### src/design/typed_integer_alu_assert.svh
// Assertion macros for the typed integer ALU back end.
`ifndef TYPED_INTEGER_ALU_ASSERT_SVH
`define TYPED_INTEGER_ALU_ASSERT_SVH

// Clocked check with a synchronous reset that masks it.
`define TIA_ASSERT(lbl, clk, rst, prop, msg) \
   lbl: assert property (@(posedge clk) disable iff (rst) prop) else $error(msg);

// Same check on the block's own clock and reset names.
`define TIA_CHECK(lbl, prop, msg) `TIA_ASSERT(lbl, clock, reset, prop, msg)

`endif

### src/design/tia_pkg.sv
// Package: opcodes, type codes, queue entry and helpers of the typed integer ALU.
`timescale 1ns / 1ps
package tia_pkg;

   typedef enum logic [4:0] {
      F_ADD  = 5'd0,  F_SUB  = 5'd1,  F_MUL  = 5'd2,  F_DIV  = 5'd3,
      F_MOD  = 5'd4,  F_AND  = 5'd5,  F_OR   = 5'd6,  F_XOR  = 5'd7,
      F_LAND = 5'd8,  F_LOR  = 5'd9,  F_EQ   = 5'd10, F_NEQ  = 5'd11,
      F_LT   = 5'd12, F_GT   = 5'd13, F_LTEQ = 5'd14, F_GTEQ = 5'd15,
      F_LSH  = 5'd16, F_RSH  = 5'd17, F_NOT  = 5'd18, F_LNOT = 5'd19,
      F_INC  = 5'd20, F_DEC  = 5'd21, F_NEG  = 5'd22
   } func_type;

   localparam logic [3:0] TY_I8   = 4'd0;
   localparam logic [3:0] TY_I16  = 4'd1;
   localparam logic [3:0] TY_I32  = 4'd2;
   localparam logic [3:0] TY_I64  = 4'd3;
   localparam logic [3:0] TY_U8   = 4'd4;
   localparam logic [3:0] TY_U16  = 4'd5;
   localparam logic [3:0] TY_U32  = 4'd6;
   localparam logic [3:0] TY_U64  = 4'd7;
   localparam logic [3:0] TY_BOOL = 4'd8;

   localparam logic [1:0] ST_OK   = 2'd0;
   localparam logic [1:0] ST_BAD  = 2'd1;
   localparam logic [1:0] ST_DIV0 = 2'd2;

   localparam int QUEUE_DEPTH = 4;

   // How the back end handles a request.
   typedef enum logic [1:0] {
      CL_FIX    = 2'd0,
      CL_SIMPLE = 2'd1,
      CL_MUL    = 2'd2,
      CL_DIV    = 2'd3
   } cls_type;

   // One classified request; for CL_FIX, a holds the finished value.
   typedef struct packed {
      cls_type     cls;
      logic [4:0]  func;
      logic [3:0]  rtype;
      logic [1:0]  status;
      logic        sgn;
      logic [63:0] a;
      logic [63:0] b;
   } entry_type;

   function automatic logic [6:0] type_width(input logic [3:0] t);
      logic [6:0] w;
      case (t[1:0])
         2'd0: w = 7'd8;
         2'd1: w = 7'd16;
         2'd2: w = 7'd32;
         default: w = 7'd64;
      endcase
      return w;
   endfunction

   function automatic logic [63:0] type_mask(input logic [3:0] t);
      logic [63:0] m;
      case (t[1:0])
         2'd0: m = 64'h0000_0000_0000_00FF;
         2'd1: m = 64'h0000_0000_0000_FFFF;
         2'd2: m = 64'h0000_0000_FFFF_FFFF;
         default: m = 64'hFFFF_FFFF_FFFF_FFFF;
      endcase
      return m;
   endfunction

   // Mask to the type width, sign-extend when the type is signed.
   function automatic logic [63:0] extend(input logic [63:0] v, input logic [3:0] t);
      logic [63:0] r;
      logic        s;
      s = (t < TY_U8);
      case (t[1:0])
         2'd0: r = {{56{s & v[7]}}, v[7:0]};
         2'd1: r = {{48{s & v[15]}}, v[15:0]};
         2'd2: r = {{32{s & v[31]}}, v[31:0]};
         default: r = v;
      endcase
      return r;
   endfunction

endpackage

### src/design/tia_front.sv
// Front end: type checks and classification of each request.
`timescale 1ns / 1ps
module tia_front
   import tia_pkg::*;
(
   input  logic [4:0]  func,
   input  logic [3:0]  operand_type,
   input  logic [3:0]  second_type,
   input  logic [63:0] first_value,
   input  logic [63:0] second_value,
   output entry_type   entry
);

   logic [63:0] a_ext;
   logic [63:0] b_ext;
   logic        p;
   logic        q;

   assign a_ext = extend(first_value, operand_type);
   assign b_ext = extend(second_value, operand_type);
   assign p     = first_value[0];
   assign q     = second_value[0];

   // Classify; errors, divide by zero and bool ops finish here
   always_comb begin
      entry        = '0;
      entry.cls    = CL_FIX;
      entry.func   = func;
      entry.rtype  = '0;
      entry.status = ST_BAD;
      entry.sgn    = (operand_type < TY_U8);
      if (func > F_NEG || operand_type > TY_BOOL) begin
         entry.status = ST_BAD;
      end else if (operand_type == TY_BOOL) begin
         if (func == F_LNOT) begin
            entry.a      = {63'd0, ~p};
            entry.rtype  = TY_BOOL;
            entry.status = ST_OK;
         end else if ((func == F_LAND || func == F_LOR) && second_type == TY_BOOL) begin
            entry.a      = {63'd0, (func == F_LAND) ? (p & q) : (p | q)};
            entry.rtype  = TY_BOOL;
            entry.status = ST_OK;
         end
      end else if (func >= F_NOT) begin
         entry.cls    = CL_SIMPLE;
         entry.a      = a_ext;
         entry.rtype  = operand_type;
         entry.status = ST_OK;
      end else if (func == F_LSH || func == F_RSH) begin
         if (second_type == TY_U32) begin
            entry.cls    = CL_SIMPLE;
            entry.a      = a_ext;
            entry.b      = {32'd0, second_value[31:0]};
            entry.rtype  = operand_type;
            entry.status = ST_OK;
         end
      end else if (second_type == operand_type) begin
         entry.a      = a_ext;
         entry.b      = b_ext;
         entry.rtype  = operand_type;
         entry.status = ST_OK;
         if (func == F_DIV || func == F_MOD) begin
            if ((b_ext & type_mask(operand_type)) == 64'd0) begin
               entry.a      = '0;
               entry.status = ST_DIV0;
            end else begin
               entry.cls = CL_DIV;
            end
         end else if (func == F_MUL) begin
            entry.cls = CL_MUL;
         end else begin
            entry.cls = CL_SIMPLE;
         end
      end
   end

endmodule

### config.mk
export PLATFORM = sky130hd
export DESIGN_NAME = tia_front
export DESIGN_NICKNAME = d
export VERILOG_FILES = /design/src/design/typed_integer_alu_assert.svh /design/src/design/tia_pkg.sv /design/src/design/tia_front.sv
export SDC_FILE = /design/constraint.sdc
export NUM_CORES = 1
export LEC_CHECK = 0
export ABC_AREA = 1
export CAP_MARGIN = 20
export CELL_PAD_IN_SITES_DETAIL_PLACEMENT = 0
export CELL_PAD_IN_SITES_GLOBAL_PLACEMENT = 2
export CORE_ASPECT_RATIO = 0.6
export CORE_UTILIZATION = 27
export DETAILED_ROUTE_END_ITERATION = 6
export DONT_BUFFER_PORTS = 1
export MAX_ROUTING_LAYER = met4
export PLACE_DENSITY_LB_ADDON = 0.1
export SYNTH_ARGS = -nofsm -noshare
export SYNTH_HDL_FRONTEND = slang
export SYNTH_SLANG_ARGS = --single-unit
### constraint.sdc
create_clock -name vclk -period 1.7
set_clock_uncertainty 0.05 [all_clocks]
set_input_delay 0.085 -clock vclk [all_inputs]
set_output_delay 0.085 -clock vclk [all_outputs]
set_load 0.05 [all_outputs]
Word level (Yosys, flattened, before mapping)
Index checks and enable logic that the tools add are counted.
{"block": "word_totals", "output_inout_bits": 142, "in_bits": 141, "ff_bits": 0, "elab_cells": 77}
{"block": "classes", "n_bitwise": 10, "mux": 42, "eq_ne": 14, "reduce_logical": 7, "n_lt_le_gt_ge": 4}
{"op": "2-to-1 mux 64 bit", "n": 12}
{"op": "one-hot mux 64 bit (3 select lines)", "n": 3}
{"op": "2-to-1 mux 128 bit", "n": 4}
{"op": "bitwise AND 64 bit", "n": 1}
{"op": "zero test 64 bit", "n": 1}
{"op": "2-to-1 mux 6 bit", "n": 7}
{"op": "2-to-1 mux 2 bit", "n": 11}
{"op": "equality test 5 bit (second input constant)", "n": 3}
{"op": "equality test 5 x 2 -> 1 bit (second input constant)", "n": 2}
{"op": "equality test 5 x 4 -> 1 bit (second input constant)", "n": 2}
{"op": "equality test 4 bit (second input constant)", "n": 2}
{"op": "bitwise AND 1 bit", "n": 7}
{"op": "equality test 5 x 3 -> 1 bit (second input constant)", "n": 1}
{"op": ">= comparator 5 bit (second input constant)", "n": 1}
{"op": "greater-than comparator 5 bit (second input constant)", "n": 1}
{"op": "equality test 4 x 3 -> 1 bit (second input constant)", "n": 1}
{"op": "equality test 4 bit", "n": 1}
{"op": "greater-than comparator 4 bit (second input constant)", "n": 1}
{"op": "logical OR 1 bit", "n": 4}
{"op": "less-than comparator 4 x 3 -> 1 bit (second input constant)", "n": 1}
{"op": "2-to-1 mux 1 bit", "n": 4}
{"op": "2-to-1 mux 4 bit", "n": 1}
{"op": "equality test 2 x 1 -> 1 bit (second input constant)", "n": 1}
{"op": "equality test 2 bit (second input constant)", "n": 1}
{"op": "4 further kinds", "n": 4}

Longest topological paths before layout
{"block": "depth", "word_depth": 17, "ltp_mapped": 12, "mapped_depth_nobuf": 9}

Worst setup path after synthesis
OpenSTA, ideal clock, no wires.
{"block": "synth_path", "path_kind": "input-to-output", "start": "in operand_type[2]", "end": "out entry[119] (netlist bit)", "setup_slack_ps": -697, "cell_stages": 8, "t_arrival_ps": 2262, "path_cell_list": "nor2_2 nand3_2 nand2_1 nor2_1 nor2_2 buf_2 o21ai_0 a21oi_1"}
{"item": "start, declared", "line_no": "tia_front.sv:7", "text": "input logic [3:0] operand_type,"}
{"item": "end, declared", "line_no": "tia_front.sv:11", "text": "output entry_type entry"}

==> metrics.md <==
| Metric | Value |
|---|---|
| Average cell area after synthesis | 4.77 µm² |
| Cell Area, Synth | 2790 µm² |
| Slew @ Worst Pin | 0.495 ns |
| VDD IR-drop max | 117 µV |
| First-pass GRT wire length | 24.0 mm |
| Hold/Removal Path Class | input port to output port |
| Crit path cell chain | nor2_4 -> nand3_2 -> nand2_2 -> nand2_4 -> nor2_4 -> nand2_4 -> nor2_4 -> buf_6 -> o21ai_4 -> buf_6 -> nor2_4 -> buf_12 |
| PnR worst setup slack | -0.00434 ns |
| Drt drc | 0 |
| CP peak stage delay | 0.21 ns |
| CP most frequent cell | nor2_4 |
| Vias in the first global route | 4521 |
| YS warnings | 0 |
| Storage cell area | 0 µm² |
| Die ar. | 10800 µm² |
| CP Launch Type | input port |
| Hpwl dp | 12.4 mm |
| Die H | 80.8 µm |
| Post-Route WL | 15.9 mm |
| Power per cell area | 212 nW/µm² |
| Syn-to-layout area delta | 173% |
| Sequential cell count | 0 |
| Crit path required time | 1.56 ns |
| Pre-antenna DRT Iters | 5 |
| Core footprint | 9950 µm² |
| Leakage | 2.93 nW |
| Initial Util | 0.281 |
| Worst setup EP type | output port |
| PortBufs | 0 |
| Buffer and inverter count on the worst path | 3 |
| Clock buffers | 0 |
| Critical path arrival | 1.57 ns |
| FMAX | 0.587 GHz |
| Final period util | 1.00 |
| CP max FO | 45 |
| Antenna-violating nets left | 0 |
| Layout cell share with drive strength beyond 1 | 0.522 |
| Unrepaired setup endpoints after global routing | yes |
| Area of the multi-input gates | 3700 µm² |
| Fillers | 669 |
| Period minus WS final | 1.70 ns |
| Via count | 4761 |
| WL/cell | 18.0 µm |
| Failing checks | negative setup slack |
| Ant. Diodes | 0 |
| Critical path type | input port to output port |
| Worst-path cell with the longest stage delay | nor2_4 |
| Status | complete, but fails checks |
| Post-Syn Instances | 585 |
| Hold Fails Final Rpt | 0 |
| I/O pin total | 283 |
| Detail-routed via count per cell | 5.39 |
| Die X-Extent | 133 µm |
| Antenna violations before repair | 0 |
| Rel. slew slack | 0.670 |
| Pins Over Slew Limit | 0 |
| Net Count, Synth | 726 |
| Final setup vio count | 3 |
| Setup_tns | -0.00899 ns |
| Seq/Total Area, Yosys | 0 |
| Most common cell after layout, fill and taps aside | buf_12 |
| Pre-CTS setup slack | -0.0987 ns |
| All-Layer GR Usage | 0.282 |
| Count of cell types in the netlist | 29 |
| Cell family with most CP delay | simple AND/OR/NAND/NOR gates |
| Initial DRC count | 300 |
| Most frequent cells in the layout | buf_12, nand2_1, nor2_1, a21oi_4, buf_4 |
| Final nets | 892 |
| Grt total ovfl | 0 |
| Cell Rows | 28 |
| Max-cap violations | 0 |
| Routability Congestion | 0.902 |
| Largest net degree at the start of global routing | 83 |
| Hold_buf cts | 0 |
## final timing paths
path / start / to / slack, ns / cells past startpoint
setup / recovery: operand_type[1] / entry[37] / -0.004 / 12
hold / removal: func[2] / entry[137] / 0.12 / 0
## metal layers
| layer | track usage | wire [µm] |
|---|---|---|
| met4 | 0.0295 | 99 |
| met1 | 0.352 | 6520 |
| met3 | 0.0493 | 1180 |
| met5 | - | 0 |
| met2 | 0.493 | 8120 |
## Yosys cell counts
master,count,area (µm²)
nand2_1,126,473
a21oi_1,85,425
nor3_1,13,65.1
a211oi_1,1,7.51
nand3_1,37,185
nand3_2,3,30.0
nor2_1,80,300
o31ai_1,7,52.6
clkbuf_1,14,52.6
buf_4,9,67.6
o21ai_1,19,95.1
o21ai_0,65,325
nor2_4,3,33.8
xnor2_1,2,17.5
or2_1,1,6.26
a31o_2,1,8.76
clkinv_2,1,5.00
nor2_2,24,150
nor3_2,1,10.0
or2_2,1,6.26
inv_1,41,154
nand4_1,15,93.8
buf_2,23,115
buf_6,5,56.3
o21ai_2,1,8.76
nand2_4,2,22.5
inv_2,3,11.3
o211ai_1,1,7.51
nand2_2,1,6.26
## logic make-up (layout without fill, tap and decap cells)
kind of cell           after synthesis  in the layout  share of synthesized area
XOR/XNOR                             2              2                    0.00627
AND/OR/NAND/NOR                    307            307                      0.495
AO/OA/AOI/OAI                      180            181                      0.333
buffers and inverters               96            259                      0.165
## final cells by class
class,count,area share
Inverter,45,0.0239
Timing Repair Buffer,214,0.470
Tap cell,135,0.0221
Multi-Input combinational cell,490,0.484
## stage by stage
step           total power, W  cell area [µm²]  cells  hold slack [ns]   util
2_1_floorplan        0.000989             3990    585            0.186      -
5_1_grt               0.00171             7630    884            0.120  0.767
4_1_cts               0.00157             7420    879            0.120  0.746
3_5_place_dp          0.00147             7070    864            0.120  0.711
3_3_place_gp          0.00145             7070    864            0.120  0.711
6_report              0.00162             7630    884            0.120  0.767
## report_power, final
group	internal [W]	leakage (nW)	total [W]	switching, W
sequential	0	0	0	0
clock	0	0	0	0
combinational	0.000662	2.93	0.00162	0.000957
total	0.000662	2.93	0.00162	0.000957
## timing repair
item                                    in CTS  in global routing
pin swaps                                    9                 19
gates cloned                                 5                  3
endpoints found under the setup margin     124                127
setup buffers                               10                  3
resized for setup                           33                 48
Power figures use the tool's default switching activity.
