$ cat src/design/typed_integer_alu_assert.svh
// Assertion macros for the typed integer ALU back end.
`ifndef TYPED_INTEGER_ALU_ASSERT_SVH
`define TYPED_INTEGER_ALU_ASSERT_SVH

// Clocked check with a synchronous reset that masks it.
`define TIA_ASSERT(lbl, clk, rst, prop, msg) \
   lbl: assert property (@(posedge clk) disable iff (rst) prop) else $error(msg);

// Same check on the block's own clock and reset names.
`define TIA_CHECK(lbl, prop, msg) `TIA_ASSERT(lbl, clock, reset, prop, msg)

`endif

$ cat src/design/tia_pkg.sv
// Package: opcodes, type codes, queue entry and helpers of the typed integer ALU.
`timescale 1ns / 1ps
package tia_pkg;

   typedef enum logic [4:0] {
      F_ADD  = 5'd0,  F_SUB  = 5'd1,  F_MUL  = 5'd2,  F_DIV  = 5'd3,
      F_MOD  = 5'd4,  F_AND  = 5'd5,  F_OR   = 5'd6,  F_XOR  = 5'd7,
      F_LAND = 5'd8,  F_LOR  = 5'd9,  F_EQ   = 5'd10, F_NEQ  = 5'd11,
      F_LT   = 5'd12, F_GT   = 5'd13, F_LTEQ = 5'd14, F_GTEQ = 5'd15,
      F_LSH  = 5'd16, F_RSH  = 5'd17, F_NOT  = 5'd18, F_LNOT = 5'd19,
      F_INC  = 5'd20, F_DEC  = 5'd21, F_NEG  = 5'd22
   } func_type;

   localparam logic [3:0] TY_I8   = 4'd0;
   localparam logic [3:0] TY_I16  = 4'd1;
   localparam logic [3:0] TY_I32  = 4'd2;
   localparam logic [3:0] TY_I64  = 4'd3;
   localparam logic [3:0] TY_U8   = 4'd4;
   localparam logic [3:0] TY_U16  = 4'd5;
   localparam logic [3:0] TY_U32  = 4'd6;
   localparam logic [3:0] TY_U64  = 4'd7;
   localparam logic [3:0] TY_BOOL = 4'd8;

   localparam logic [1:0] ST_OK   = 2'd0;
   localparam logic [1:0] ST_BAD  = 2'd1;
   localparam logic [1:0] ST_DIV0 = 2'd2;

   localparam int QUEUE_DEPTH = 4;

   // How the back end handles a request.
   typedef enum logic [1:0] {
      CL_FIX    = 2'd0,
      CL_SIMPLE = 2'd1,
      CL_MUL    = 2'd2,
      CL_DIV    = 2'd3
   } cls_type;

   // One classified request; for CL_FIX, a holds the finished value.
   typedef struct packed {
      cls_type     cls;
      logic [4:0]  func;
      logic [3:0]  rtype;
      logic [1:0]  status;
      logic        sgn;
      logic [63:0] a;
      logic [63:0] b;
   } entry_type;

   function automatic logic [6:0] type_width(input logic [3:0] t);
      logic [6:0] w;
      case (t[1:0])
         2'd0: w = 7'd8;
         2'd1: w = 7'd16;
         2'd2: w = 7'd32;
         default: w = 7'd64;
      endcase
      return w;
   endfunction

   function automatic logic [63:0] type_mask(input logic [3:0] t);
      logic [63:0] m;
      case (t[1:0])
         2'd0: m = 64'h0000_0000_0000_00FF;
         2'd1: m = 64'h0000_0000_0000_FFFF;
         2'd2: m = 64'h0000_0000_FFFF_FFFF;
         default: m = 64'hFFFF_FFFF_FFFF_FFFF;
      endcase
      return m;
   endfunction

   // Mask to the type width, sign-extend when the type is signed.
   function automatic logic [63:0] extend(input logic [63:0] v, input logic [3:0] t);
      logic [63:0] r;
      logic        s;
      s = (t < TY_U8);
      case (t[1:0])
         2'd0: r = {{56{s & v[7]}}, v[7:0]};
         2'd1: r = {{48{s & v[15]}}, v[15:0]};
         2'd2: r = {{32{s & v[31]}}, v[31:0]};
         default: r = v;
      endcase
      return r;
   endfunction

endpackage

$ cat src/design/tia_queue.sv
// Short request queue between front and back end.
`timescale 1ns / 1ps
module tia_queue
   import tia_pkg::*;
#(
   parameter int DEPTH = QUEUE_DEPTH
)(
   input  logic      clock,
   input  logic      reset,
   input  logic      push,
   input  entry_type wr_entry,
   output logic      full,
   input  logic      pop,
   output logic      empty,
   output entry_type rd_entry
);

   localparam int PW = (DEPTH > 1) ? $clog2(DEPTH) : 1;
   localparam int CW = $clog2(DEPTH + 1);

   entry_type         slot_ff [DEPTH];
   logic [PW-1:0]     wr_ptr_ff, wr_ptr_in;
   logic [PW-1:0]     rd_ptr_ff, rd_ptr_in;
   logic [CW-1:0]     count_ff, count_in;
   logic              do_push;
   logic              do_pop;

   assign full     = (count_ff == CW'(DEPTH));
   assign empty    = (count_ff == '0);
   assign do_push  = push & ~full;
   assign do_pop   = pop & ~empty;
   assign rd_entry = slot_ff[rd_ptr_ff];

   // Pointer and fill count update
   always_comb begin
      wr_ptr_in = wr_ptr_ff;
      rd_ptr_in = rd_ptr_ff;
      count_in  = count_ff;
      if (do_push) begin
         wr_ptr_in = (wr_ptr_ff == PW'(DEPTH - 1)) ? '0 : wr_ptr_ff + 1'b1;
      end
      if (do_pop) begin
         rd_ptr_in = (rd_ptr_ff == PW'(DEPTH - 1)) ? '0 : rd_ptr_ff + 1'b1;
      end
      if (do_push && !do_pop) begin
         count_in = count_ff + 1'b1;
      end else if (do_pop && !do_push) begin
         count_in = count_ff - 1'b1;
      end
   end

   always_ff @(posedge clock) begin
      if (reset) begin
         wr_ptr_ff <= '0;
         rd_ptr_ff <= '0;
         count_ff  <= '0;
      end else begin
         wr_ptr_ff <= wr_ptr_in;
         rd_ptr_ff <= rd_ptr_in;
         count_ff  <= count_in;
      end
   end

   // Slot storage
   always_ff @(posedge clock) begin
      if (do_push) begin
         slot_ff[wr_ptr_ff] <= wr_entry;
      end
   end

endmodule

$ cat config.mk
export PLATFORM = sky130hd
export DESIGN_NAME = tia_queue
export DESIGN_NICKNAME = d
export VERILOG_FILES = /design/src/design/typed_integer_alu_assert.svh /design/src/design/tia_pkg.sv /design/src/design/tia_queue.sv
export SDC_FILE = /design/constraint.sdc
export NUM_CORES = 1
export LEC_CHECK = 0
export BUFFER_PORTS_ARGS = -buffer_cell sky130_fd_sc_hd__buf_2
export CAP_MARGIN = 20
export CORE_MARGIN = 4
export CORE_UTILIZATION = 42
export CTS_BUF_LIST = sky130_fd_sc_hd__clkbuf_8
export CTS_CLUSTER_DIAMETER = 80
export DETAILED_ROUTE_END_ITERATION = 6
export HOLD_SLACK_MARGIN = 0.03
export MAX_ROUTING_LAYER = met4
export PLACE_DENSITY = 0.61
export SYNTH_ARGS = -nofsm -noshare
export SYNTH_HDL_FRONTEND = slang
export SYNTH_SLANG_ARGS = --single-unit
$ cat constraint.sdc
create_clock -name clock -period 12.8 [get_ports clock]
set_clock_uncertainty 0.15 [all_clocks]
set_input_delay 0.64 -clock clock [delete_from_list [all_inputs] [get_ports clock]]
set_output_delay 0.64 -clock clock [all_outputs]
set_load 0.02 [all_outputs]
# [Word-level counts from Yosys, hierarchy flattened]
# Memories as Yosys holds them, arrays and structs flattened. A register that Yosys moved wholly into a read port is not among the register bits.
# Index checks and enable logic that the tools add are counted.
[totals] n_memories=1 mem_bits_rw=568 rom_bits=0 register_bits=7 out_inout_bits=144 inputBits=146 latch_bits=0
[op_classes] addsub=4 reduce_logical=6 multipliers=0 order_cmp=0 muxes=8 shifts=0 bitwise_logic=4 div_mod_pow=0 eq_ne=3
[memory_table] memory="slot_ff" words=4 word_bits=142 rd=1 rd_ports_with_merged_regs=1 write_ports=1 line="tia_queue.sv:21" text="entry_type slot_ff [DEPTH];"
[op_table] operator="2-to-1 mux 2 bit" count=4
[op_table] operator="2-to-1 mux 3 bit" count=2
[op_table] operator="adder 2 x 1 -> 2 bit, second input constant" count=2
[op_table] operator="equality test 2 bit, second input constant" count=2
[op_table] operator="adder 3 x 1 -> 3 bit, second input constant" count=1
[op_table] operator="equality test 3 bit, second input constant" count=1
[op_table] operator="logical NOT 3 bit" count=1
[op_table] operator="subtractor 3 x 1 -> 3 bit, second input constant" count=1
[op_table] operator="AND 1 bit" count=2
[op_table] operator="logical AND 1 bit" count=2
[op_table] operator="logical NOT 1 bit" count=2
[op_table] operator="2-to-1 mux 1 bit" count=2
[op_table] operator="NOT 1 bit" count=2
[op_table] operator="nonzero test 2 bit" count=1

# [Depth between registers and ports, before layout]
# Gate-level depths: netlist of run 1.
[logic_depth] ltp_word=7 mapped_depth=10

# [Worst setup path after synthesis of run 1]
# No wires, ideal clock.
[synth_path] path_kind="reg2reg" startpoint="register count_ff[0]" endpoint="memory slot_ff[0][0] (netlist name) (enable)" t_arrival_ps=3984 setup_slack_ps=8147 n_path_buf=1 setup_ps=520 path_stages_with_launch=4 cell_sequence="dfxtp_1 or3b_1 buf_2 and3_1"
[synth_between] elab_chain_len=5
[synth_rtl] item="from (decl)" line="tia_queue.sv:24" text="logic [CW-1:0] count_ff, count_in;"
[synth_rtl] item="from (signal assigned)" line="tia_queue.sv:60" text="count_ff <= count_in;"
[synth_rtl] item="equality test 3 bit" line="tia_queue.sv:28" text="assign full = (count_ff == CW'(DEPTH));"
[synth_rtl] item="NOT 1 bit" line="tia_queue.sv:30" text="assign do_push = push & ~full;"
[synth_rtl] item="AND 1 bit" line="tia_queue.sv:30"
[synth_rtl] item="2-to-1 mux 1 bit" line="tia_queue.sv:66" text="if (do_push) begin"
[synth_rtl] item="2-to-1 mux 1 bit (implied by the code)" line="tia_queue.sv:67" text="slot_ff[wr_ptr_ff] <= wr_entry;"
[synth_rtl] item="to (decl)" line="tia_queue.sv:21"
# Every way passes these cells.

==> results of run 1 <==
==> cells in the mapped netlist, drive strengths merged, types with 3 or more instances <==
master and number:
edfxtp 568, mux4 142, buf 27, dfxtp 9
clkbuf 7, ha 6, inv 5, and3 4
nor2 4, a21oi 3
==> sequential cells by signal, indices dropped and copies added, names as in the netlist, named ones only <==
name / count
slot_ff: 568
count_ff: 3
rd_ptr_ff: 2
wr_ptr_ff: 2
==> stage by stage <==
stage	cells	hold WS, ns	instance area, µm²	util	total power [mW]
floorplan	792	0.313	20900	-	3.17
global placement	1724	0.327	23100	0.470	3.51
detailed placement	1724	0.330	23100	0.470	3.53
CTS	2029	0.0354	26200	0.532	4.96
global route	2031	0.0620	26200	0.532	5.13
finish	2031	0.115	26200	0.532	4.88
==> final cells by class <==
| type | count | area (µm²) |
|---|---|---|
| clock buffer | 95 | 1310 |
| timing repair buffer | 443 | 2960 |
| antenna | 2 | 5.00 |
| tap | 664 | 831 |
| multi-input combinational | 176 | 3480 |
| fill | 3854 | 23000 |
| sequential | 577 | 17200 |
| inverter | 5 | 18.8 |
| clock inverter | 69 | 320 |
==> how the worst min path moves through the flow <==
stage,slack (ns),endpoint,start
after floorplan,0.31,register,rd_ptr_ff[0]$_SDFFE_PP0P_
after global placement,0.33,register,rd_ptr_ff[0]$_SDFFE_PP0P_
after detailed placement,0.33,register,rd_ptr_ff[0]$_SDFFE_PP0P_
after CTS,0.04,slot_ff[1][54]$_DFFE_PP_,wr_entry[54]
after global routing,0.06,slot_ff[1][54]$_DFFE_PP_,wr_entry[54]
final,0.12,slot_ff[0][54]$_DFFE_PP_,wr_entry[54]
==> metal layers <==
metal / wire, µm / share of wire / vias to the layer above
met5: 0 / 0 / -
met4: 632 / 0.015 / 0
met3: 2780 / 0.066 / 48
met2: 20900 / 0.50 / 292
met1: 17800 / 0.42 / 5278
li1: - / - / 4463
==> where the power goes <==
group / switching [mW] / leakage (nW) / internal, mW / total [mW]
logic: 0.665 / 2.69 / 0.473 / 1.14
clock network: 0.676 / 0.975 / 0.709 / 1.39
registers: 0.0662 / 5.28 / 2.29 / 2.35
==> cells in the final DEF, fill, tap and decap left out, drive strengths merged <==
master,synthesis,final
edfxtp,568,568
buf,27,302
mux4,142,142
dlygate4sd3,0,141
clkbuf,7,95
inv,5,42
clkinv,0,31
dfxtp,9,9
ha,6,6
nor2,4,4
and3,4,4
a21oi,3,3
diode,0,2
nor3,2,2
xor2,2,2
nand3,2,2
or3,2,2
mux2i,2,2
o21ai,2,2
o31ai,2,2
or3b,1,1
nand2,1,1
fa,1,1
bufinv,0,1
==> kinds of logic after synthesis <==
kind of cell               Yosys count  share of synthesized area
and+or+nand+nor                     16                    0.00406
xor gates and xnor gates             2                   0.000837
AOI/OAI and AO/OA                    7                    0.00215
adders and majority gates            7                    0.00454
muxes                              144                      0.154
DFF                                577                      0.823
buffers and inverters               39                     0.0116
==> key figures, run 1 <==
Status
  • Result of the run: complete, no violations

Clock tree
  • Clock buffer count from CTS: 92
  • Clk Latency, worst-skew pair: 0.64 ns
  • Post-CTS Hold Buffers: 141
  • Number of sinks handled by clock tree synthesis: 577
  • CTS max path bufs: 3
  • Cell at the root of the clock tree: clkbuf_8
  • Post-CTS sizing: 0
  • Register clock-pin slew on the reported worst setup and hold paths: 0.06 ns
  • H-Tree Level Count: 3
  • Clock tree from TritonCTS: done
  • Total setup buffers inserted after CTS: 0

Timing
  • Post-Route Setup TNS: 0 ns
  • Peak clock frequency supported by timing: 225 MHz
  • Slew at the pin closest to its max-slew limit: 0.988 ns
  • Period Utilization, post-route: 0.347
  • Final setup violation count: 0
  • Final hold viol count: 0
  • Unrepaired setup endpoints after global routing: no
  • Pins Over Slew Limit: 0
  • Least setup slack across all paths after layout: 8.36 ns
  • Final period demand of the worst path: 4.44 ns
  • Headroom to the max-slew limit: 0.341

Drt
  • Final routed DRC violation total: 0
  • Routed wire length per instance: 20.7 µm
  • Total vias in the final route: 10,100
  • Iteration-0 DRC count of the detailed router: 516
  • Final WL: 42,100 µm
  • DRT antenna net count: 0
  • Detailed-route vias per instance: 4.96
  • First-pass DRT Iterations: 4

Global routing
  • Aggregate global routing overflow: 0
  • Antenna violations before repair: 2
  • Met1 demand-to-capacity share in global routing: 0.213
  • GR Util met3: 0.0449
  • Busiest metal layer after global routing: met2
  • Via count of the first global-routing pass: 11,300
  • Pin count of the biggest net entering global routing: 62
  • Global-route met2 utilization: 0.260
  • Global-route wire length before repair: 65,800 µm
  • Gr usage total: 0.165

Power and ir drop
  • Worst VDD drop: 0.146 mV
  • Pwr Density: 186 nW/µm²
  • Leakage Power: 8.94 nW

Synthesis
  • Cell taking the most area after synthesis: edfxtp_1
  • Area of the mapped netlist: 20,900 µm²
  • Seq/Total Area, Yosys: 0.823
  • Synthesis Warnings: 0
  • EDFF count, synth: 568
  • #FFs+latches synth: 577
  • Synth unique cells: 23
  • Leading cell types by total area after synthesis: edfxtp_1 (81%), mux4_2 (15%), dfxtp_1 (0.86%)
  • Share of the synthesized area in the top cell type: 0.815
  • Async set-reset flop share out of synthesis: 0
  • Avg Cell Area, Syn: 26.4 µm²
  • Cells after Synth: 792
  • Post-synth net total: 945
  • Dominant synthesized flop cell: edfxtp_1

Worst setup path
  • Largest fanout on the critical path: 41
  • Critical-path cell list: buf_4 -> buf_4 -> mux4_2 -> buf_2
  • CP Data Arrival Time: 3.65 ns
  • Reg2reg end: slot_ff[3][64]$_DFFE_PP_
  • Crit path largest cell delay: 0.77 ns
  • Worst path bufs/invs: 3
  • Critical path depth in cells: 4
  • Critical path type: register to output pin
  • Sort of element at the start of the critical path: register
  • CP endpoint: rd_entry[61]
  • CP max-delay cell: buf_4
  • Critical Path RT: 12.01 ns
  • Worst path top cell family by delay: buffers and inverters
  • FF-to-FF Start: count_ff[0]$_SDFFE_PP0P_
  • FF-to-FF setup slack: 9.94 ns
  • Depth of the worst register-to-register path: 3
  • Worst setup EP type: output pin
  • Library cell appearing most often on the critical path: buf_4

Run
  • Maximum Capacitance Violations: 0

Floorplan
  • Area of the core: 49,200 µm²
  • Number of placed I/O pins: 290
  • Overall die area: 53,500 µm²
  • Initial core utilization: 0.426
  • Number of rows created at floorplan: 81
  • Die width: 231 µm
  • Die Y-Extent: 231 µm

Cells and area
  • Fraction of final layout cells sized beyond drive strength 1: 0.414
  • Area grow syn2layout: 24.9%
  • Final net count: 1,448

Worst hold path
  • Worst min-delay path category: input pin to register
  • Number of instances on the worst hold path: 1

Placement
  • Detail Placement HPWL: 24,700 µm
  • # port buffers: 289
  • Worst-case setup slack after placement: 8.85 ns
  • Final estimated routing congestion in global placement: 0.731
(Power assumes the default switching activity.)
==> run 2, diff against run 1 <==
--- a/config.mk
+++ b/config.mk
@@ -14,7 +14,7 @@
 export DETAILED_ROUTE_END_ITERATION = 6
 export HOLD_SLACK_MARGIN = 0.03
 export MAX_ROUTING_LAYER = met4
-export PLACE_DENSITY = 0.61
+export PLACE_DENSITY = 0.64
 export SYNTH_ARGS = -nofsm -noshare
 export SYNTH_HDL_FRONTEND = slang
 export SYNTH_SLANG_ARGS = --single-unit
==> constraint.sdc (replaced) <==
create_clock -name clock -period 3.7 [get_ports clock]
set_clock_uncertainty 0.15 [all_clocks]
set_input_delay 0.185 -clock clock [delete_from_list [all_inputs] [get_ports clock]]
set_output_delay 0.185 -clock clock [all_outputs]
set_load 0.02 [all_outputs]
==> run 2 against run 1 <==
Power rose to 3.5 times the previous value. Setup slack got worse by 7.4 ns. Hold slack improved by 0.011 ns. Combinational power rose to 3.6 times the previous value. Routed wire length grew 1.5%.
==> key figures, run 2 (synthesis results as in run 1) <==
Timing
  • Unrepaired setup endpoints after global routing: no
  • Pins Over Slew Limit: 0 (unchanged)
  • Post-Route Setup TNS: 0 ns (unchanged)
  • Slew at the pin closest to its max-slew limit: 0.862 ns (-0.127 ns)
  • Peak clock frequency supported by timing: 366 MHz
  • Final hold viol count: 0 (unchanged)
  • Headroom to the max-slew limit: 0.426 (+0.0844)
  • Final period demand of the worst path: 2.73 ns
  • Final setup violation count: 0 (unchanged)
  • Period Utilization, post-route: 0.737

Placement
  • Detail Placement HPWL: 24,700 µm (+0.11%)
  • # port buffers: 289 (unchanged)
  • Final estimated routing congestion in global placement: 0.720 (-1.5%)

Clock tree
  • Clk Latency, worst-skew pair: 0.65 ns (about the same)
  • Cell at the root of the clock tree: clkbuf_8
  • Clock buffer count from CTS: 91 (-1.1%)
  • Register clock-pin slew on the reported worst setup and hold paths: 0.06 ns (about the same)
  • Clock tree from TritonCTS: done
  • Number of sinks handled by clock tree synthesis: 577 (unchanged)
  • CTS max path bufs: 3 (unchanged)
  • Total setup buffers inserted after CTS: 0 (unchanged)
  • Post-CTS sizing: 0 (unchanged)
  • H-Tree Level Count: 3 (unchanged)

Floorplan
  • Overall die area: 53,500 µm² (unchanged)
  • Number of rows created at floorplan: 81 (unchanged)
  • Initial core utilization: 0.426 (unchanged)
  • Number of placed I/O pins: 290 (unchanged)
  • Die Y-Extent: 231 µm (unchanged)
  • Die width: 231 µm (unchanged)
  • Area of the core: 49,200 µm² (unchanged)

Cells and area
  • Area grow syn2layout: 25.7%
  • Most common cell after layout, fill and taps aside: edfxtp_1
  • Filler instances: 3,777 (-2.0%)
  • Number of flip-flops under the largest register name: 568 (unchanged)
  • Largest registers ranked by flip-flop count: slot_ff x568, count_ff x3
  • Layout Utilization: 0.536 (+0.00326)
  • Final net count: 1,456 (+0.55%)
  • Highest-count cells in the layout ignoring fill and taps: edfxtp_1 (568), buf_2 (289), dlygate4sd3_1 (146)
  • Reg with most FFs: slot_ff
  • Fraction of final layout cells sized beyond drive strength 1: 0.408 (-0.00543)

Drt
  • Final WL: 42,700 µm (+1.5%)
  • Routed wire length per instance: 21.0 µm (+1.1%)
  • Detailed-route vias per instance: 4.98 (+0.28%)
  • DRT antenna net count: 0 (unchanged)
  • Total vias in the final route: 10,100 (+0.62%)
  • Final routed DRC violation total: 0 (unchanged)
  • Iteration-0 DRC count of the detailed router: 528 (+2.3%)
  • First-pass DRT Iterations: 4 (unchanged)

Worst setup path
  • Critical path type: register to output pin
  • CP Data Arrival Time: 2.39 ns (-1.26 ns)
  • Depth of the worst register-to-register path: 7 (+4)
  • Largest fanout on the critical path: 59 (+44%)
  • Worst setup EP type: output pin
  • Critical Path RT: 3.37 ns (-8.64 ns)
  • CP endpoint: rd_entry[70]
  • Reg2reg end: count_ff[2]$_SDFFE_PP0P_
  • FF-to-FF Start: count_ff[0]$_SDFFE_PP0P_
  • Sort of element at the start of the critical path: register
  • FF-to-FF setup slack: 1.27 ns (-8.67 ns)

Power and ir drop
  • Switching power as a share of total power: 0.289 (+0.000910)
  • Comb power frac: 0.244 (+0.011)
  • Worst VDD drop: 0.329 mV (+120%)
  • Part of the power in registers: 0.480 (-0.003)
  • Pwr Density: 640 nW/µm² (+240%)
  • Part of the total power dissipated in the clock network: 0.276 (-0.008)
  • Total power draw: 16.8 mW (+250%)
  • Net switching power: 4.87 mW (+250%)
  • Leakage Power: 8.97 nW (+0.24%)
  • Internal Power: 12.0 mW (+240%)

Worst hold path
  • Worst min-delay path category: input pin to register

Global routing
  • Aggregate global routing overflow: 0 (unchanged)
  • Global-route wire length before repair: 65,400 µm (-0.57%)
  • Via count of the first global-routing pass: 11,100 (-2.0%)
  • Gr usage total: 0.166 (+0.00136)
  • Pin count of the biggest net entering global routing: 60 (-3.2%)
  • Antenna violations before repair: 8 (+6)

Run
  • Maximum Capacitance Violations: 0 (unchanged)

Status
  • Result of the run: complete, no violations
-- run 2: cell count changes in the layout (fill, tap and decap cells not counted), moves of 5 or more --
cell,change
buf_12,+11
clkinv_2,-11
buf_4,-7
diode_2,+6
clkinvlp_4,+5
dlygate4sd3_1,+5
-- run 2: worst min path at each step --
stage | cells after the start | to | startpoint | slack, ns
after floorplan | 0 | slot_ff[0][0]$_DFFE_PP_ | wr_entry[0] | 0.13
after global placement | 1 | slot_ff[0][56]$_DFFE_PP_ | wr_entry[56] | 0.25
after detailed placement | 1 | slot_ff[1][48]$_DFFE_PP_ | wr_entry[48] | 0.25
after CTS | 2 | slot_ff[2][38]$_DFFE_PP_ | wr_entry[38] | 0.04
after global routing | 2 | slot_ff[2][131]$_DFFE_PP_ | wr_entry[131] | 0.08
final | 2 | slot_ff[2][131]$_DFFE_PP_ | wr_entry[131] | 0.13
-- run 2: metal layers --
| layer | track usage | routed length (µm) | part of all wire | up-vias |
|---|---|---|---|---|
| li1 | - | - | - | 4477 |
| met1 | 0.212 | 17700 | 0.41 | 5269 |
| met2 | 0.253 | 20500 | 0.48 | 318 |
| met3 | 0.0526 | 3320 | 0.078 | 80 |
| met4 | 0.0639 | 1200 | 0.028 | 0 |
| met5 | - | 0 | 0 | - |
-- run 2: power by group through the flow --
| stage | Combinational, mW | Sequential, mW | Clock, mW |
|---|---|---|---|
| after global placement | 4.06 | 8.19 | 0 |
| after detailed placement | 4.06 | 8.22 | 0 |
| after CTS | 4.21 | 8.09 | 4.86 |
| after global routing | 4.39 | 8.13 | 5.18 |
| after floorplan | 2.74 | 8.17 | 0 |
| final | 4.10 | 8.08 | 4.66 |
-- run 2: layout make-up --
class                   count  area (µm²)  share of cell area
flip-flops and latches    577       17200               0.655
multi-input cells         176        3480               0.132
repair buffers            452        3170               0.121
clock buffers              91        1250              0.0476
well taps                 664         831              0.0316
clock inverters            65         303              0.0115
diodes                      8        20.0            0.000761
inverters                   5        18.8            0.000713
-- run 2: repair_timing --
item | 4_1_cts | 5_1_grt
hold buffers | 146 | 0
endpoints found under the setup margin | 0 | 0
endpoints found under the hold margin | 622 | 0
-- run 2: through the flow --
stage,setup slack (ns),hold WS (ns),area (µm²),instances
after floorplan,0.666,0.134,20900,792
after global placement,1.33,0.247,23300,1728
after detailed placement,1.28,0.251,23300,1728
after CTS,0.851,0.0353,26300,2030
after global routing,0.830,0.0776,26300,2038
final,0.971,0.126,26300,2038
-- run 2: critical path, cell delays in order (launching register included) --
cell and delay [ns]:
dfxtp_4 0.70, buf_12 0.37, mux4_2 0.38, buf_2 0.19
==> run 3, diff against run 2 <==
==> constraint.sdc (replaced) <==
create_clock -name clock -period 2.46 [get_ports clock]
set_clock_uncertainty 0.15 [all_clocks]
set_input_delay 0.123 -clock clock [delete_from_list [all_inputs] [get_ports clock]]
set_output_delay 0.123 -clock clock [all_outputs]
set_load 0.02 [all_outputs]
==> run 3 against run 2 <==
The run now ends with negative setup slack left. Hold slack worse by 0.041 ns. Clock power is 68% higher. Register-to-register slack lost 1.1 ns. Die area unchanged. Critical endpoint unchanged. Highest routed layer unchanged.
==> key figures, run 3 (synthesis results as in run 1) <==
Power and ir drop
  • Net switching power: 8.06 mW (+65%)
  • Internal Power: 20.1 mW (+68%)
  • Total power draw: 28.1 mW (+67%)
  • Leakage Power: 10.1 nW (+13%)
  • Part of the total power dissipated in the clock network: 0.278 (+0.002)
  • Pwr Density: 968 nW/µm² (+51%)
  • Worst VDD drop: 0.547 mV (+66%)
  • Comb power frac: 0.290 (+0.046)
  • Part of the power in registers: 0.432 (-0.048)
  • Switching power as a share of total power: 0.287 (-0.00284)

Floorplan
  • Area of the core: 49,200 µm² (unchanged)
  • Number of placed I/O pins: 290 (unchanged)
  • Die width: 231 µm (unchanged)
  • Number of rows created at floorplan: 81 (unchanged)
  • Die Y-Extent: 231 µm (unchanged)
  • Overall die area: 53,500 µm² (unchanged)
  • Initial core utilization: 0.426 (unchanged)

Cells and area
  • Highest-count cells in the layout ignoring fill and taps: edfxtp_1 (568), dlygate4sd3_1 (258), buf_2 (207)
  • Area grow syn2layout: 38.7%
  • Number of flip-flops under the largest register name: 568 (unchanged)
  • Most common cell after layout, fill and taps aside: edfxtp_1
  • Total area of multi-input combinational cells: 3480 µm² (unchanged)
  • Footprint of the flip-flops and latches: 17,200 µm² (about the same)
  • Fraction of final layout cells sized beyond drive strength 1: 0.404 (-0.00486)
  • Final net count: 1,616 (+11%)
  • Largest registers ranked by flip-flop count: slot_ff x568, count_ff x3
  • Filler instances: 3,528 (-6.6%)
  • Reg with most FFs: slot_ff

Timing
  • Pins Over Slew Limit: 0 (unchanged)
  • Peak clock frequency supported by timing: 406 MHz
  • Final hold viol count: 0 (unchanged)
  • Post-Route Setup TNS: -0.00555 ns (-0.00555 ns)
  • Period Utilization, post-route: 1.00
  • Final setup violation count: 1 (+1)
  • Least setup slack across all paths after layout: -0.00555 ns (-0.977 ns)
  • Slew at the pin closest to its max-slew limit: 0.436 ns (-0.426 ns)
  • Headroom to the max-slew limit: 0.709 (+0.284)
  • Unrepaired setup endpoints after global routing: yes
  • Final period demand of the worst path: 2.47 ns

Global routing
  • Antenna violations before repair: 4 (-4)
  • Via count of the first global-routing pass: 12,300 (+10%)
  • Aggregate global routing overflow: 0 (unchanged)
  • Global-route wire length before repair: 72,100 µm (+10%)
  • Pin count of the biggest net entering global routing: 65 (+8.3%)
  • Gr usage total: 0.183 (+0.0171)

Status
  • Result of the run: complete, but fails checks
  • Violated checks: negative setup slack

Clock tree
  • H-Tree Level Count: 3 (unchanged)
  • Register clock-pin slew on the reported worst setup and hold paths: 0.06 ns (about the same)
  • Clk Latency, worst-skew pair: 0.66 ns (about the same)
  • Clock tree from TritonCTS: done
  • Cell at the root of the clock tree: clkbuf_8
  • Clock buffer count from CTS: 95 (+4.4%)
  • CTS max path bufs: 3 (unchanged)
  • Number of sinks handled by clock tree synthesis: 577 (unchanged)

Worst setup path
  • Critical Path RT: 2.19 ns (-1.18 ns)
  • FF-to-FF setup slack: 0.19 ns (-1.08 ns)
  • Reg2reg end: count_ff[2]$_SDFFE_PP0P_
  • Largest fanout on the critical path: 9 (-85%)
  • CP Data Arrival Time: 2.19 ns (-0.20 ns)
  • Depth of the worst register-to-register path: 9 (+2)
  • CP max-delay cell: mux4_2
  • Sort of element at the start of the critical path: register
  • Worst setup EP type: output pin
  • Critical path type: register to output pin
  • Critical-path cell list: buf_12 -> buf_4 -> buf_4 -> mux4_2 -> buf_6
  • Library cell appearing most often on the critical path: buf_4
  • CP endpoint: rd_entry[70]
  • FF-to-FF Start: count_ff[0]$_SDFFE_PP0P_
  • Crit path largest cell delay: 0.51 ns (-0.19 ns)

Drt
  • Routed wire length per instance: 21.7 µm (+3.6%)
  • Final routed DRC violation total: 0 (unchanged)
  • DRT antenna net count: 0 (unchanged)
  • Detailed-route vias per instance: 4.93 (-0.87%)
  • Final WL: 48,000 µm (+12%)
  • Total vias in the final route: 10,900 (+7.5%)
  • Iteration-0 DRC count of the detailed router: 603 (+14%)
  • First-pass DRT Iterations: 4 (unchanged)

Run
  • Maximum Capacitance Violations: 0 (unchanged)

Placement
  • # port buffers: 289 (unchanged)
  • Detail Placement HPWL: 25,100 µm (+1.5%)
  • Final estimated routing congestion in global placement: 0.720 (unchanged)

Worst hold path
  • Worst min-delay path category: input pin to register
-- run 3: layout make-up --
class,instances,area share
Clock buffer,98,0.0464
Timing Repair Buffer,608,0.196
Multi-Input combinational cell,176,0.120
Antenna cell,4,0.000345
Tap cell,664,0.0286
Inverter,5,0.000646
Clock inverter,77,0.0148
Sequential cell,577,0.594
-- run 3: per-stage QoR --
stage | instance area, µm² | setup slack (ns) | cells | hold slack (ns) | util
after floorplan | 20900 | -0.574 | 792 | 0.0719 | -
after global placement | 23600 | 0.219 | 1749 | 0.185 | 0.481
after detailed placement | 23600 | 0.150 | 1749 | 0.189 | 0.481
after CTS | 28600 | -0.122 | 2200 | 0.0306 | 0.583
after global routing | 29100 | -0.107 | 2209 | 0.0472 | 0.591
final | 29100 | -0.00555 | 2209 | 0.0851 | 0.591
-- run 3: what timing repair did --
item,4_1_cts,5_1_grt
hold buffers,258,0
setup buffers,8,1
endpoints found under the setup margin,131,112
resized for setup,86,95
cloned,10,6
hold endpoints to repair,742,0
-- run 3: critical path: cells and delay by family, from the launching register on --
family                 cells  cell delay [ns]
DFF                        1             0.42
muxes                      1             0.51
buffers and inverters      4             0.59
-- run 3: how the worst min path moves through the flow --
stage                              from                        end  slack, ns  cells past startpoint
final                     wr_entry[133]  slot_ff[0][133]$_DFFE_PP_       0.09                      2
after detailed placement   wr_entry[79]   slot_ff[1][79]$_DFFE_PP_       0.19                      1
after CTS                  wr_entry[54]   slot_ff[2][54]$_DFFE_PP_       0.03                      2
after floorplan             wr_entry[0]    slot_ff[0][0]$_DFFE_PP_       0.07                      0
after global placement     wr_entry[64]   slot_ff[0][64]$_DFFE_PP_       0.18                      1
after global routing      wr_entry[133]  slot_ff[2][133]$_DFFE_PP_       0.05                      2
-- run 3: power by group through the flow --
| stage | registers [mW] | logic (mW) | clock network [mW] |
|---|---|---|---|
| after floorplan | 12.3 | 4.13 | 0 |
| final | 12.1 | 8.16 | 7.83 |
| after detailed placement | 12.3 | 6.36 | 0 |
| after global placement | 12.3 | 6.33 | 0 |
| after CTS | 12.1 | 7.71 | 8.04 |
| after global routing | 12.2 | 8.66 | 8.60 |
-- run 3: routing by layer --
layer,track usage,part of all wire,up-vias,wire [µm]
li1,-,-,4825,-
met5,-,0,-,0
met1,0.227,0.41,5684,19600
met4,0.0547,0.017,0,822
met3,0.0481,0.068,72,3240
met2,0.301,0.51,319,24300
